## src/assert_macros.svh

```systemverilog
// ---------------------------------------------------------------------------
// assert_macros.svh
// Shared concurrent assertion macros.
// ---------------------------------------------------------------------------
`ifndef ASSERT_MACROS_SVH
`define ASSERT_MACROS_SVH

// property must hold at every clock edge outside reset
`define ASSERT_ALWAYS(lbl, clk, rst_n, prop, msg) \
    lbl: assert property (@(posedge clk) disable iff (!rst_n) (prop)) \
        else $error(msg);

// consequent must hold in the cycle after the antecedent
`define ASSERT_NEXT(lbl, clk, rst_n, ante, cons, msg) \
    lbl: assert property (@(posedge clk) disable iff (!rst_n) (ante) |=> (cons)) \
        else $error(msg);

`endif

```

## src/spq_pkg.sv

```systemverilog
// ---------------------------------------------------------------------------
// spq_pkg
// Types and constants for the sorted priority queue.
// ---------------------------------------------------------------------------
package spq_pkg;

    localparam int DEPTH       = 16;
    localparam int VALUE_WIDTH = 16;
    localparam int CNT_W       = $clog2(DEPTH + 1);

    typedef enum logic [1:0] {
        FUNC_INSERT = 2'd0,
        FUNC_REMOVE = 2'd1,
        FUNC_CLEAR  = 2'd2,
        FUNC_REPORT = 2'd3
    } func_t;

    typedef enum logic [1:0] {
        ST_OK    = 2'd0,
        ST_FULL  = 2'd1,
        ST_EMPTY = 2'd2
    } status_t;

    typedef struct packed {
        logic [1:0]             func;
        logic [VALUE_WIDTH-1:0] value;
    } in_t;

    typedef struct packed {
        logic [VALUE_WIDTH-1:0] top_value;
        logic [CNT_W-1:0]       entry_count;
        logic                   is_empty;
        logic                   is_full;
        logic [1:0]             status;
    } out_t;

    typedef struct packed {
        logic                   insert_en;
        logic                   remove_en;
        logic                   order_desc;
        logic [VALUE_WIDTH-1:0] value;
    } cell_ctrl_t;

endpackage

```

## src/spq_cell.sv

```systemverilog
// ---------------------------------------------------------------------------
// spq_cell
// One slot of the sorted chain: compares, shifts down on insert, up on remove.
// ---------------------------------------------------------------------------
module spq_cell
    import spq_pkg::*;
(
    input  logic                   clk,
    input  cell_ctrl_t             ctrl,
    input  logic                   occupied,
    input  logic                   found_in,
    input  logic [VALUE_WIDTH-1:0] prev_value,
    input  logic [VALUE_WIDTH-1:0] next_value,
    output logic                   found_out,
    output logic [VALUE_WIDTH-1:0] value_q,
    output logic [VALUE_WIDTH-1:0] value_nx
);

    logic [VALUE_WIDTH-1:0] value_reg;
    logic [VALUE_WIDTH-1:0] value_next;
    logic                   beats;
    logic                   insert_here;

    always_comb
    begin
        beats       = occupied && (ctrl.order_desc ? (ctrl.value > value_reg)
                                                   : (ctrl.value < value_reg));
        found_out   = found_in | beats;
        insert_here = !found_in && (beats || !occupied);
        value_next  = value_reg;
        if (ctrl.insert_en)
        begin
            if (found_in)
                value_next = prev_value;
            else if (insert_here)
                value_next = ctrl.value;
        end
        else if (ctrl.remove_en)
        begin
            value_next = next_value;
        end
    end

    always_ff @(posedge clk)
    begin
        value_reg <= value_next;
    end

    assign value_q  = value_reg;
    assign value_nx = value_next;

endmodule

```

## src/sorted_priority_queue.sv

```systemverilog
// ---------------------------------------------------------------------------
// sorted_priority_queue
// Bounded priority queue held as a sorted chain of cells.
// ---------------------------------------------------------------------------
// channel   dir  handshake              payload
// in        in   in_valid / in_ready    in_data  (func, value)
// out       out  out_valid / out_ready  out_data (top, count, flags, status)
// cfg       in   cfg_write_en           cfg_write_data (order_descending)
//
// One request per cycle unless held off by in_ready; the result appears in the cycle after acceptance.
// All cells compare against the new value in the same cycle and shift.
// in_ready is low only while a result waits and out_ready is low.
// Reset empties the queue and selects largest-first; no clearing pass.
// ---------------------------------------------------------------------------
`include "assert_macros.svh"

module sorted_priority_queue
    import spq_pkg::*;
(
    input  logic clk,
    input  logic rst_n,
    input  logic in_valid,
    output logic in_ready,
    input  in_t  in_data,
    output logic out_valid,
    input  logic out_ready,
    output out_t out_data,
    input  logic cfg_write_en,
    input  logic cfg_write_data
);

    logic             order_reg;
    logic [CNT_W-1:0] count_reg;
    logic [CNT_W-1:0] count_next;
    logic             out_valid_reg;
    out_t             out_reg;
    out_t             out_next;
    logic             accept;
    logic             is_full_now;
    logic             is_empty_now;
    cell_ctrl_t       ctrl;
    status_t          status;
    logic [CNT_W-1:0] count_inc;
    logic             full_insert;
    logic             drop_seen;

    logic [DEPTH:0]         found;
    logic [VALUE_WIDTH-1:0] cell_q  [DEPTH];
    logic [VALUE_WIDTH-1:0] cell_nx [DEPTH];

    assign accept       = in_valid && in_ready;
    assign in_ready     = !out_valid_reg || out_ready;
    assign is_full_now  = (count_reg == CNT_W'(DEPTH));
    assign is_empty_now = (count_reg == '0);

    always_comb
    begin
        ctrl.insert_en  = accept && (in_data.func == FUNC_INSERT) && !is_full_now;
        ctrl.remove_en  = accept && (in_data.func == FUNC_REMOVE) && !is_empty_now;
        ctrl.order_desc = order_reg;
        ctrl.value      = in_data.value;
        count_next      = count_reg;
        status          = ST_OK;
        case (in_data.func)
            FUNC_INSERT:
            begin
                if (is_full_now)
                    status = ST_FULL;
                else
                    count_next = count_reg + CNT_W'(1);
            end
            FUNC_REMOVE:
            begin
                if (is_empty_now)
                    status = ST_EMPTY;
                else
                    count_next = count_reg - CNT_W'(1);
            end
            FUNC_CLEAR:  count_next = '0;
            default:     ;
        endcase
        out_next.top_value   = (count_next != '0) ? cell_nx[0] : '0;
        out_next.entry_count = count_next;
        out_next.is_empty    = (count_next == '0);
        out_next.is_full     = (count_next == CNT_W'(DEPTH));
        out_next.status      = status;
    end

    assign found[0] = 1'b0;

    for (genvar i = 0; i < DEPTH; i++)
    begin : g_cell
        logic [VALUE_WIDTH-1:0] prev_v;
        logic [VALUE_WIDTH-1:0] next_v;

        if (i == 0)
        begin : g_first
            assign prev_v = in_data.value;
        end
        else
        begin : g_mid
            assign prev_v = cell_q[i-1];
        end

        if (i == DEPTH - 1)
        begin : g_last
            assign next_v = cell_q[i];
        end
        else
        begin : g_inner
            assign next_v = cell_q[i+1];
        end

        spq_cell u_cell (
            .clk        (clk),
            .ctrl       (ctrl),
            .occupied   (CNT_W'(i) < count_reg),
            .found_in   (found[i]),
            .prev_value (prev_v),
            .next_value (next_v),
            .found_out  (found[i+1]),
            .value_q    (cell_q[i]),
            .value_nx   (cell_nx[i])
        );
    end

    always_ff @(posedge clk or negedge rst_n)
    begin
        if (!rst_n)
        begin
            order_reg     <= 1'b1;
            count_reg     <= '0;
            out_valid_reg <= 1'b0;
        end
        else
        begin
            if (cfg_write_en)
                order_reg <= cfg_write_data;
            if (accept)
            begin
                count_reg     <= count_next;
                out_valid_reg <= 1'b1;
            end
            else if (out_ready)
            begin
                out_valid_reg <= 1'b0;
            end
        end
    end

    always_ff @(posedge clk)
    begin
        if (accept)
            out_reg <= out_next;
    end

    assign out_valid = out_valid_reg;
    assign out_data  = out_reg;

    assign count_inc   = count_reg + CNT_W'(1);
    assign full_insert = accept && (in_data.func == FUNC_INSERT) && is_full_now;
    assign drop_seen   = is_full_now && (out_data.status == ST_FULL);

    `ASSERT_ALWAYS(a_count_range, clk, rst_n, count_reg <= CNT_W'(DEPTH), "count over depth")
    `ASSERT_NEXT(a_insert_grows, clk, rst_n, ctrl.insert_en, count_reg == $past(count_inc), "")
    `ASSERT_NEXT(a_full_drop, clk, rst_n, full_insert, drop_seen, "insert on full not dropped")

endmodule
```

## config.mk

```make
export PLATFORM = sky130hd
export DESIGN_NAME = sorted_priority_queue
export DESIGN_NICKNAME = d
export VERILOG_FILES = /design/src/spq_pkg.sv /design/src/spq_cell.sv /design/src/sorted_priority_queue.sv
export VERILOG_INCLUDE_DIRS = /design/src /design/src/src
export SDC_FILE = /design/constraint.sdc
export NUM_CORES = 1
export LEC_CHECK = 0
export CAP_MARGIN = 0
export CORE_UTILIZATION = 40
export DETAILED_ROUTE_END_ITERATION = 10
export DONT_BUFFER_PORTS = 1
export GPL_ROUTABILITY_DRIVEN = 1
export GPL_TIMING_DRIVEN = 0
export MAX_ROUTING_LAYER = met4
export PLACE_DENSITY = 0.63
export SETUP_SLACK_MARGIN = 0.15
export SLEW_MARGIN = 20
export SYNTH_ARGS = -nofsm -noshare
export SYNTH_HDL_FRONTEND = slang
export SYNTH_SLANG_ARGS = --single-unit
```

## constraint.sdc

```tcl
create_clock -name clk -period 3.8 [get_ports clk]
set_input_delay 0.38 -clock clk [delete_from_list [all_inputs] [get_ports clk]]
set_output_delay 0.38 -clock clk [all_outputs]
set_load 0.1 [all_outputs]
```

==> qor.yml, run 1 <==
global_route:
  overflow: 0
  grt_max_degree: 28
  antenna_found_initial: 0
  grt_pass1_vias: 18200
  grtUsageTotal_pct: 28.2
  grt_pass1_wl_mm: 110
drt:
  num_vias: 19000
  routed.top_layer: "met4"
  wl_per_cell_um: 24.4
  dr.pass1.iters: 5
  wl_met3_mm: 5.99
  routed_wl_mm: 74.7
  vias_per_cell: 6.20
  drc: 0
  drt-met1-wl_mm: 31.4
  drt-initial-drc-count: 1856
  dr_wl_met2_mm: 34.2
  ant_nets: 0
synth:
  synth_fp_nets: 2481
  synth_cells: 2198
  synth_cell_type_count: 74
  syn_avg_cell_area_um2: 9.42
  synthArstFlopShare_pct: 2.43
  ys_ff_latch: 288
  synthFlopType: "edfxtp_1"
  synth_top_area_share_pct: 38.4
  synth_area_um2: 20700
  ys_seq_area_share_pct: 40.8
  synth_edf_count: 265
  synth_area_leader_cell: "edfxtp_1"
  yosys_warnings: 0
  synth.area.top_cells: "edfxtp_1 (38%), ha_1 (16%), inv_1 (5.1%)"
sta:
  max_freq_mhz: 264
  worst_slew_pin_slew_ns: 1.02
  post-route-period-util_pct: 99.7
  clock_skew_ns: 0.0144
  min_period_ns: 3.79
  slew_headroom_pct: 31.6
  rsz0062_at_grt: "yes"
  setup_violations: 0
  maxSlewViolCount: 0
  hold_viol: 0
  worst_slack_ns: 0.0120
critical_path:
  critical_path_arrival_ns: 4.08
  path_class: "reg2reg"
  path_max_fanout: 5
  worstSetupStartpointType: "register"
  critPathCaptureType: "register"
  required_ns: 4.09
cells_and_area:
  final_cell_mix: "inv_1 (268), edfxtp_1 (265), ha_1 (250)"
  largest_reg_flops: 256
  final_area_um2: 25300
  final_common_cell: "inv_1"
  num-nets-final: 2644
  syn_to_final_growth_pct: 22.2
  fin_util_pct: 49.5
  drive_above_1_share_pct: 17.9
  fillers: 4577
  antenna_cells: 0
place:
  place_hpwl_mm: 53.6
  gp_congestion: 0.950
  port_buffers: 0
  dp_slack_ns: -1.36
  place_area_um2: 21700
worst_hold_path:
  hp-class: "in2reg"
pwr:
  peakVddDrop_mv: 0.280
  pwr-share-seq_pct: 33.1
  switchingPower_w: 0.00566
  intPower_w: 0.00881
  power_density_nw_per_um2: 571
  power.leakage_nw: 10.6
  p_total_w: 0.0145
  p_sw_share_pct: 39.1
  clkPwrFrac_pct: 24.4
  combPwrFrac_pct: 42.4
floorplan:
  start_util_pct: 40.5
  io_pins: 51
  rows: 83
  die_x_um: 230
  core_um2: 51200
  die_height_um: 230
  dieArea_um2: 52700
run:
  max-cap-violations: 0
clock_tree:
  clock_path_buffers: 3
  cts_tree: "yes"
  cts-buffers-inserted: 35
  clk_latency_ns: 0.56
  cts_max_level: 2
  cts.root.buffer_cell: "clkbuf_16"
  clk_pin_slew_ns: 0.06
  clkSinkCount: 288
status:
  status: "finished clean"
[area by class of cell]
class / instances / area, um^2 / area share [%]
timing repair buffer: 125 / 1220 / 4.82
sequential: 288 / 8470 / 33.5
multi-input combinational: 1512 / 11800 / 46.4
buffer: 117 / 764 / 3.02
tap: 680 / 851 / 3.36
clock inverter: 16 / 181 / 0.717
clock buffer: 47 / 1000 / 3.97
inverter: 282 / 1060 / 4.20
[path summary, 6_finish.rpt]
path,from,end,slack [ns],cells after the start
hold / removal,in_data[3],g_cell[0].u_cell.value_q[3]$_DFF_P_,0.01,1
setup / recovery,g_cell[10].u_cell.value_q[4]$_DFFE_PP_,g_cell[15].u_cell.value_q[12]$_DFFE_PP_,0.01,14
max in group asynchronous,rst_n,order_reg$_DFFE_PN1P_,3.25,1
setup reg to reg,g_cell[10].u_cell.value_q[4]$_DFFE_PP_,g_cell[15].u_cell.value_q[12]$_DFFE_PP_,0.01,14
min in group asynchronous,rst_n,out_valid$_DFFE_PN0P_,0.21,1
hold reg to reg,g_cell[0].u_cell.value_q[7]$_DFF_P_,g_cell[0].u_cell.value_q[7]$_DFF_P_,0.52,1
[power by group through the flow]
| stage | Clock [W] | Combinational [W] | Sequential (W) |
|---|---|---|---|
| floorplan | 0 | 0.00340 | 0.00470 |
| global placement | 0 | 0.00440 | 0.00483 |
| detailed placement | 0 | 0.00455 | 0.00483 |
| CTS | 0.00356 | 0.00526 | 0.00477 |
| global route | 0.00365 | 0.00656 | 0.00483 |
| finish | 0.00354 | 0.00614 | 0.00479 |
[cell families (layout without fill, tap and decap cells)]
kind of cell | after synthesis | after routing | share of synthesized area (%)
compound gates | 746 | 748 | 22.6
fa+ha+maj | 259 | 259 | 15.6
buf+inv | 400 | 587 | 7.42
flops | 288 | 288 | 40.8
simple gates | 455 | 455 | 10.8
mux | 50 | 50 | 2.72
[stage by stage]
| stage | TNS, ns | std cells | hold WS, ns |
|---|---|---|---|
| after floorplan | -2.13 | 2198 | 0.0844 |
| after global placement | -465.35 | 2878 | 0.0847 |
| after detailed placement | -482.05 | 2880 | 0.0846 |
| after CTS | 0 | 3017 | 0.000363 |
| after global routing | -3.21 | 3067 | 0.0135 |
| final | 0 | 3067 | 0.0118 |
[critical path: stages (launching register included)]
cell and delay, ns:
edfxtp_1 0.38, inv_2 0.07, ha_4 0.15, or4_1 0.50, a221o_1 0.27, o22ai_1 0.18, nand3_1 0.16, mux2_4 0.37
a211oi_4 0.29, nand4_4 0.17, buf_12 0.17, a211oi_4 0.20, buf_6 0.16, clkbuf_16 0.15, mux2_4 0.29
[routing by layer]
| metal | vias up | GRT usage [%] |
|---|---|---|
| li1 | 8609 | - |
| met1 | 9265 | 36.8 |
| met3 | 192 | 3.66 |
| met2 | 960 | 44.3 |
| met4 | 0 | 11.4 |
| met5 | - | - |
[timing repair]
item | CTS | global route
gates resized for setup | 148 | 232
hold buffers | 14 | 0
gates cloned | 1 | 4
setup buffers | 60 | 46
endpoints found under the hold margin | 19 | 0
pin swaps | 31 | 36
setup endpoints to repair | 506 | 456
[synthesized netlist by cell type, types with 12 or more instances]
| cell type | instances |
|---|---|
| nand4_1 | 44 |
| nand2b_1 | 13 |
| mux2_2 | 15 |
| a211oi_1 | 12 |
| nand3_1 | 49 |
| a21oi_1 | 164 |
| o21ai_0 | 192 |
| o211ai_1 | 12 |
| clkbuf_1 | 92 |
| o21a_1 | 25 |
| ha_1 | 259 |
| nor2b_1 | 13 |
| inv_1 | 281 |
| and2_1 | 20 |
| o22ai_1 | 155 |
| a221o_1 | 22 |
| nand2_1 | 152 |
| edfxtp_1 | 265 |
| a32oi_1 | 17 |
| nor3_1 | 44 |
| buf_2 | 19 |
| a31oi_1 | 35 |
| dfxtp_1 | 16 |
| a21o_1 | 27 |
| nor2_1 | 75 |
| mux2i_1 | 26 |
| a22oi_1 | 22 |
Note: power is estimated with default switching activity, not from simulation.
==> inputs of run 2 (changes only) <==
--- a/config.mk
+++ b/config.mk
@@ -14,7 +14,7 @@
 export GPL_TIMING_DRIVEN = 0
 export MAX_ROUTING_LAYER = met4
 export PLACE_DENSITY = 0.63
-export SETUP_SLACK_MARGIN = 0.15
+export SETUP_SLACK_MARGIN = 0.4
 export SLEW_MARGIN = 20
 export SYNTH_ARGS = -nofsm -noshare
 export SYNTH_HDL_FRONTEND = slang
==> run 2 against run 1 <==
  * The flow now finishes with violations (design-rule violations)
  * Core utilization grew 4.2 points
  * Register-to-register slack improved by 0.02 ns
  * Cell count up 2.5%
  * Worst hold slack improved by 0.012 ns
  * Combinational power increased by 36%
==> qor.yml, run 2 (synthesis results as in run 1) <==
status:
  status: "finished, violations left"  # was finished clean
  violations: "design-rule violations"
sta:
  maxSlewViolCount: 0  # unchanged
  max_freq_mhz: 265  # was 264 MHz
  clock_skew_ns: 0.0230  # was 0.0144 ns
  worst_slew_pin_slew_ns: 1.07  # was 1.02 ns
  setup_violations: 0  # unchanged
  worst_slack_ns: 0.0276  # was 0.0120 ns
  post-route-period-util_pct: 99.3  # was 99.7%
  finalSetupTns_ns: 0  # unchanged
  slew_headroom_pct: 28.0  # was 31.6%
  whs_ns: 0.0240  # was 0.0118 ns
  hold_viol: 0  # unchanged
  min_period_ns: 3.77  # was 3.79 ns
  rsz0062_at_grt: "yes"  # unchanged
place:
  port_buffers: 0  # unchanged
  dp_slack_ns: -1.16  # was -1.36 ns
  placed_cells: 2878  # was 2,880
  place_hpwl_mm: 54.5  # was 53.6 mm
  gp_congestion: 0.946  # was 0.950
cells_and_area:
  final_common_cell: "edfxtp_1"  # was inv_1
  antenna_cells: 0  # unchanged
  syn_to_final_growth_pct: 32.6  # was 22.2%
  drive_above_1_share_pct: 24.1  # was 17.9%
  final_cell_mix: "edfxtp_1 (265), inv_1 (262), ha_1 (238)"  # was inv_1 (268), edfxtp_1 (265), ha_1 (250)
  num-nets-final: 2720  # was 2,644
  fin_util_pct: 53.6  # was 49.5%
  final_cells: 3145  # was 3,067
  largest_reg_flops: 256  # unchanged
run:
  max-cap-violations: 0  # unchanged
floorplan:
  dieArea_um2: 52700  # unchanged
  die_height_um: 230  # unchanged
  io_pins: 51  # unchanged
  start_util_pct: 40.5  # unchanged
  rows: 83  # unchanged
  core_um2: 51200  # unchanged
  die_x_um: 230  # unchanged
critical_path:
  critical_path_arrival_ns: 4.08  # about the same
  cpPeakStageDelay_ns: 0.53  # was 0.50 ns
  cp_common_cell: "buf_6"
  cp_slowest_cell: "nor3_1"  # was or4_1
  path_max_fanout: 5  # unchanged
  crit_chain: "inv_1, ha_1, a21oi_1, a211oi_1, nor3_1, nand4_1, nand3_1, a32o_2, nand4_4, buf_6, a211oi_4, buf_6, buf_8, mux2_4"  # was inv_2, ha_4, or4_1, a221o_1, o22ai_1, nand3_1, mux2_4, a211oi_4, nand4_4, buf_12, a211oi_4, buf_6, clkbuf_16, mux2_4
  worstSetupStartpointType: "register"  # unchanged
  path_class: "reg2reg"  # unchanged
  critPathCaptureType: "register"  # unchanged
  required_ns: 4.11  # was 4.09 ns
  reg2reg_slack_ns: 0.03  # was 0.01 ns
drt:
  drc: 2  # was 0
  drt-initial-drc-count: 2278  # was 1,856
  ant_nets: 0  # unchanged
  num_vias: 19700  # was 19,000
  routed_wl_mm: 80.5  # was 74.7 mm
  dr.pass1.iters: 9  # was 5
  wl_per_cell_um: 25.6  # was 24.4 um
  vias_per_cell: 6.28  # was 6.20
clock_tree:
  clk_latency_ns: 0.57  # was 0.56 ns
  cts_tree: "yes"  # unchanged
  cts-buffers-inserted: 36  # was 35
  cts_max_level: 2  # unchanged
  clock_path_buffers: 3  # unchanged
  clkSinkCount: 288  # unchanged
  clk_pin_slew_ns: 0.06  # about the same
  cts.root.buffer_cell: "clkbuf_16"  # unchanged
global_route:
  antenna_found_initial: 0  # unchanged
  grt_pass1_vias: 18700  # was 18,200
  grtUsageTotal_pct: 29.0  # was 28.2%
  overflow: 0  # unchanged
  grt_pass1_wl_mm: 113  # was 110 mm
  grt_max_degree: 28  # unchanged
pwr:
  peakVddDrop_mv: 0.338  # was 0.280 mV
  power.leakage_nw: 11.3  # was 10.6 nW
  power_density_nw_per_um2: 607  # was 571 nW/um^2
worst_hold_path:
  hp-class: "in2reg"  # unchanged
run 2: area by class of cell:
type | count | area [um^2]
buffer | 117 | 1050
sequential | 288 | 8480
tap | 680 | 851
inverter | 282 | 1060
clock buffer | 44 | 993
timing repair buffer | 200 | 2180
clock inverter | 22 | 183
fill | 4311 | 23700
multi-input combinational | 1512 | 12700
run 2: what timing repair did:
| action | 4_1_cts | 5_1_grt |
|---|---|---|
| gates resized for setup | 169 | 465 |
| pin swaps | 45 | 102 |
| cloned | 4 | 16 |
| hold endpoints to repair | 23 | 0 |
| endpoints found under the setup margin | 508 | 506 |
| hold buffers | 18 | 0 |
| setup buffers | 67 | 97 |
run 2: worst paths after layout:
path,from,end,cells past startpoint
worst max-delay path,g_cell[6].u_cell.value_q[7]$_DFFE_PP_,g_cell[15].u_cell.value_q[11]$_DFFE_PP_,14
worst min-delay path,in_data[2],g_cell[0].u_cell.value_q[2]$_DFF_P_,1
worst max register to register,g_cell[6].u_cell.value_q[7]$_DFFE_PP_,g_cell[15].u_cell.value_q[11]$_DFFE_PP_,14
worst min register to register,g_cell[0].u_cell.value_q[12]$_DFF_P_,g_cell[0].u_cell.value_q[12]$_DFF_P_,1
max in group asynchronous,rst_n,order_reg$_DFFE_PN1P_,1
min in group asynchronous,rst_n,count_reg[4]$_DFFE_PN0P_,1
run 2: metrics by stage:
step / power [W] / area (um^2)
floorplan: 0.00832 / 21100
global placement: 0.00953 / 21900
detailed placement: 0.00967 / 21900
CTS: 0.0138 / 24600
global route: 0.0172 / 27500
finish: 0.0167 / 27500
run 2: critical path: cells and delay by family, from the launching register on:
kind | cells | cell delay, ns
AO/OA/AOI/OAI | 4 | 0.73
adder cells (fa/ha/maj) | 1 | 0.26
buffers and inverters | 4 | 0.54
flip-flops | 1 | 0.45
multiplexers | 1 | 0.30
AND/OR/NAND/NOR | 4 | 1.25
run 2: report_power, final:
part,total [W],internal (W),switching [W]
Combinational,0.00836,0.00400,0.00436
Sequential,0.00479,0.00408,0.000707
Clock,0.00352,0.00201,0.00151
Total,0.0167,0.0101,0.00657
run 2: layer usage:
layer | track usage (%) | up-vias | share of wire (%)
met3 | 4.36 | 257 | 8.3
li1 | - | 8777 | -
met2 | 44.5 | 1072 | 45
met5 | - | - | 0
met4 | 14.7 | 0 | 5.4
met1 | 37.2 | 9643 | 41
==> inputs of run 3 (changes only) <==
--- a/config.mk
+++ b/config.mk
@@ -18,4 +18,5 @@
 export SLEW_MARGIN = 20
 export SYNTH_ARGS = -nofsm -noshare
 export SYNTH_HDL_FRONTEND = slang
+export SYNTH_HIERARCHICAL = 1
 export SYNTH_SLANG_ARGS = --single-unit
==> run 3 against run 2 <==
  * The run ends with design-rule violations, negative setup slack left
  * Clock skew decreased by 0.0080 ns
  * Core utilization decreased by 3.4 points
  * Critical endpoint is now g_cell[15].u_cell/value_q[14]$_DFF_P_
  * Global-route usage decreased by 1.8 points
  * Largest power group unchanged
  * Die area increased by 30%
  * Count of clock-buffer cells in the layout increased by 13
  * Sequential power increased by 83%
  * Register-to-register slack got worse by 1.6 ns
  * Non-clock buffer count increased by 5
  * Cell count increased by 36%
  * Worst setup slack got worse by 1.6 ns
  * Sequential share of layout area decreased by 12 points
==> qor.yml, run 3 <==
status:
  status: "finished, violations left"  # unchanged
  violations: "design-rule violations, negative setup slack"  # was design-rule violations
sta:
  rsz0062_at_grt: "yes"  # unchanged
  max_freq_mhz: 185  # was 265 MHz
  clock_skew_ns: 0.0150  # was 0.0230 ns
  worst_slew_pin_slew_ns: 0.990  # was 1.07 ns
  hold_viol: 0  # unchanged
  post-route-period-util_pct: 143  # was 99.3%
  min_period_ns: 5.42  # was 3.77 ns
  maxSlewViolCount: 0  # unchanged
  slew_headroom_pct: 34.0  # was 28.0%
  worst_slack_ns: -1.62  # was 0.0276 ns
  setup_violations: 170  # was 0
clock_tree:
  cts.root.buffer_cell: "clkbuf_16"  # unchanged
  cts_max_level: 2  # unchanged
  clock_path_buffers: 3  # unchanged
  cts-buffers-inserted: 39  # was 36
  clk_pin_slew_ns: 0.06  # about the same
  clkSinkCount: 288  # unchanged
  clk_latency_ns: 0.57  # about the same
  cts_tree: "yes"  # unchanged
global_route:
  antenna_found_initial: 2  # was 0
  overflow: 0  # unchanged
  grtUsageTotal_pct: 27.2  # was 29.0%
  grt_pass1_vias: 25500  # was 18,700
  grt_pass1_wl_mm: 145  # was 113 mm
  grt_max_degree: 49  # was 28
pwr:
  p_sw_share_pct: 47.0  # was 39.4%
  combPwrFrac_pct: 53.0  # was 50.1%
  power_density_nw_per_um2: 796  # was 607 nW/um^2
  intPower_w: 0.0140  # was 0.0101 W
  switchingPower_w: 0.0124  # was 0.00657 W
  pwr-share-seq_pct: 33.1  # was 28.7%
  clkPwrFrac_pct: 13.9  # was 21.1%
  power.leakage_nw: 12.4  # was 11.3 nW
  peakVddDrop_mv: 0.385  # was 0.338 mV
cells_and_area:
  final_common_cell: "nand2_1"  # was edfxtp_1
  fillers: 6274  # was 4,311
  drive_above_1_share_pct: 19.5  # was 24.1%
  multi_input_area_um2: 20600  # was 12,700 um^2
  num-nets-final: 3664  # was 2,720
  largest_reg_flops: 256  # unchanged
  final_area_um2: 33200  # was 27,500 um^2
  ff_latch_area_um2: 6110  # was 8480 um^2
  fin_util_pct: 50.3  # was 53.6%
  final_cell_mix: "nand2_1 (343), o211ai_1 (257), inv_1 (254), mux2i_1 (254), ha_1 (251)"  # was edfxtp_1 (265), inv_1 (262), ha_1 (238)
  syn_to_final_growth_pct: 23.5  # was 32.6%
worst_hold_path:
  hp-class: "in2reg"  # unchanged
critical_path:
  cp_slowest_cell: "or4_4"  # was nor3_1
  critical_path_arrival_ns: 5.92  # was 4.08 ns
  worstSetupStartpointType: "register"  # unchanged
  critPathCaptureType: "register"  # unchanged
  cpPeakStageDelay_ns: 0.57  # was 0.53 ns
  crit_family: "compound AO/OA/AOI/OAI gates"  # was simple AND/OR/NAND/NOR gates
  required_ns: 4.30  # was 4.11 ns
  path_class: "reg2reg"  # unchanged
  path_max_fanout: 10  # was 5
  cp_common_cell: "a21o_1"  # was buf_6
  crit_buf_inv: 2  # was 4
place:
  gp_congestion: 0.901  # was 0.946
  place_hpwl_mm: 66.6  # was 54.5 mm
  place_area_um2: 29600  # was 21,900 um^2
  dp_slack_ns: -2.54  # was -1.16 ns
  port_buffers: 0  # unchanged
drt:
  drc: 1  # was 2
  drt-initial-drc-count: 2227  # was 2,278
  num_vias: 26400  # was 19,700
  dr.pass1.iters: 9  # unchanged
  routed_wl_mm: 92.1  # was 80.5 mm
  ant_nets: 0  # unchanged
  vias_per_cell: 6.19  # was 6.28
  wl_per_cell_um: 21.5  # was 25.6 um
floorplan:
  io_pins: 51  # unchanged
  dieArea_um2: 68300  # was 52,700 um^2
  die_height_um: 261  # was 230 um
  start_util_pct: 40.7  # was 40.5%
  die_x_um: 261  # was 230 um
  core_um2: 66100  # was 51,200 um^2
  rows: 94  # was 83
synth:
  synth_area_um2: 26900  # was 20,700 um^2
  synth_cells: 3231  # was 2,198
  syn_avg_cell_area_um2: 8.32  # was 9.42 um^2
  yosys_warnings: 6  # was 0
run:
  max-cap-violations: 0  # unchanged
-- run 3: cell count changes in the layout (fill, tap and decap cells not counted), moves of 56 or more --
cell,delta
o211ai_1,+245
mux2i_1,+232
o21ai_1,+110
o221ai_2,+159
o22a_1,+241
buf_4,-56
edfxtp_1,-240
dfxtp_1,+220
clkbuf_1,+68
o221ai_1,+69
nand2_1,+196
o22ai_1,-66
-- run 3: path summary, 6_finish.rpt --
path / slack, ns / startpoint / cells past startpoint / endpoint
max in group asynchronous: 3.15 / rst_n / 1 / out_valid$_DFFE_PN0P_
min in group asynchronous: 0.24 / rst_n / 1 / count_reg[3]$_DFFE_PN0P_
min: 0.04 / in_data[5] / 2 / g_cell[15].u_cell/value_q[5]$_DFF_P_
min reg2reg: 0.59 / g_cell[2].u_cell/value_q[13]$_DFF_P_ / 2 / g_cell[2].u_cell/value_q[13]$_DFF_P_
max: -1.62 / g_cell[0].u_cell/value_q[14]$_DFF_P_ / 27 / g_cell[15].u_cell/value_q[14]$_DFF_P_
max reg2reg: -1.62 / g_cell[0].u_cell/value_q[14]$_DFF_P_ / 27 / g_cell[15].u_cell/value_q[14]$_DFF_P_
-- run 3: per-layer routing --
metal,global-route usage (%),wire length [um]
met5,-,0
met2,45.3,44300
met4,8.06,2220
met1,34.8,41900
met3,2.68,3700
-- run 3: layout make-up --
type / count / area share (%)
clock buffers: 57 / 3.48
well taps: 864 / 3.25
clock inverters: 14 / 0.271
repair buffers: 105 / 3.33
multi-input cells: 2449 / 62.0
flip-flops and latches: 288 / 18.4
plain buffers: 217 / 6.03
diodes: 1 / 0.00753
inverters: 280 / 3.19
-- run 3: timing repair --
item                       in CTS  in global routing
gates resized for setup       200                229
hold buffers                    4                  0
setup endpoints to repair     255                271
hold endpoints to repair        9                  0
pin swaps                      10                 42
gates cloned                   12                  4
buffers inserted               49                 32
-- run 3: worst register-to-register path, delay by kind of cell (launching register included) --
| family | cells | cell delay, ns |
|---|---|---|
| mux | 2 | 0.23 |
| compound gates | 18 | 3.18 |
| simple gates | 4 | 1.02 |
| fa+ha+maj | 1 | 0.28 |
| buf+inv | 2 | 0.29 |
| flops | 1 | 0.34 |
-- run 3: power groups by stage --
| stage | Combinational [W] | Clock [W] | Sequential (W) |
|---|---|---|---|
| after floorplan | 0.0109 | 0 | 0.00723 |
| after global placement | 0.0128 | 0 | 0.00870 |
| after detailed placement | 0.0130 | 0 | 0.00872 |
| after CTS | 0.0134 | 0.00375 | 0.00869 |
| after global routing | 0.0155 | 0.00386 | 0.00903 |
| final | 0.0140 | 0.00368 | 0.00875 |
-- run 3: metrics by stage --
stage | instances | total power [W] | hold WS (ns) | TNS, ns
floorplan | 3234 | 0.0181 | 0.0844 | -87.87
global placement | 4098 | 0.0215 | 0.0869 | -374.44
detailed placement | 4102 | 0.0217 | 0.0869 | -245.26
CTS | 4238 | 0.0259 | 0.0101 | -160.06
global route | 4275 | 0.0284 | 0.0308 | -197.96
finish | 4275 | 0.0265 | 0.0399 | -170.17
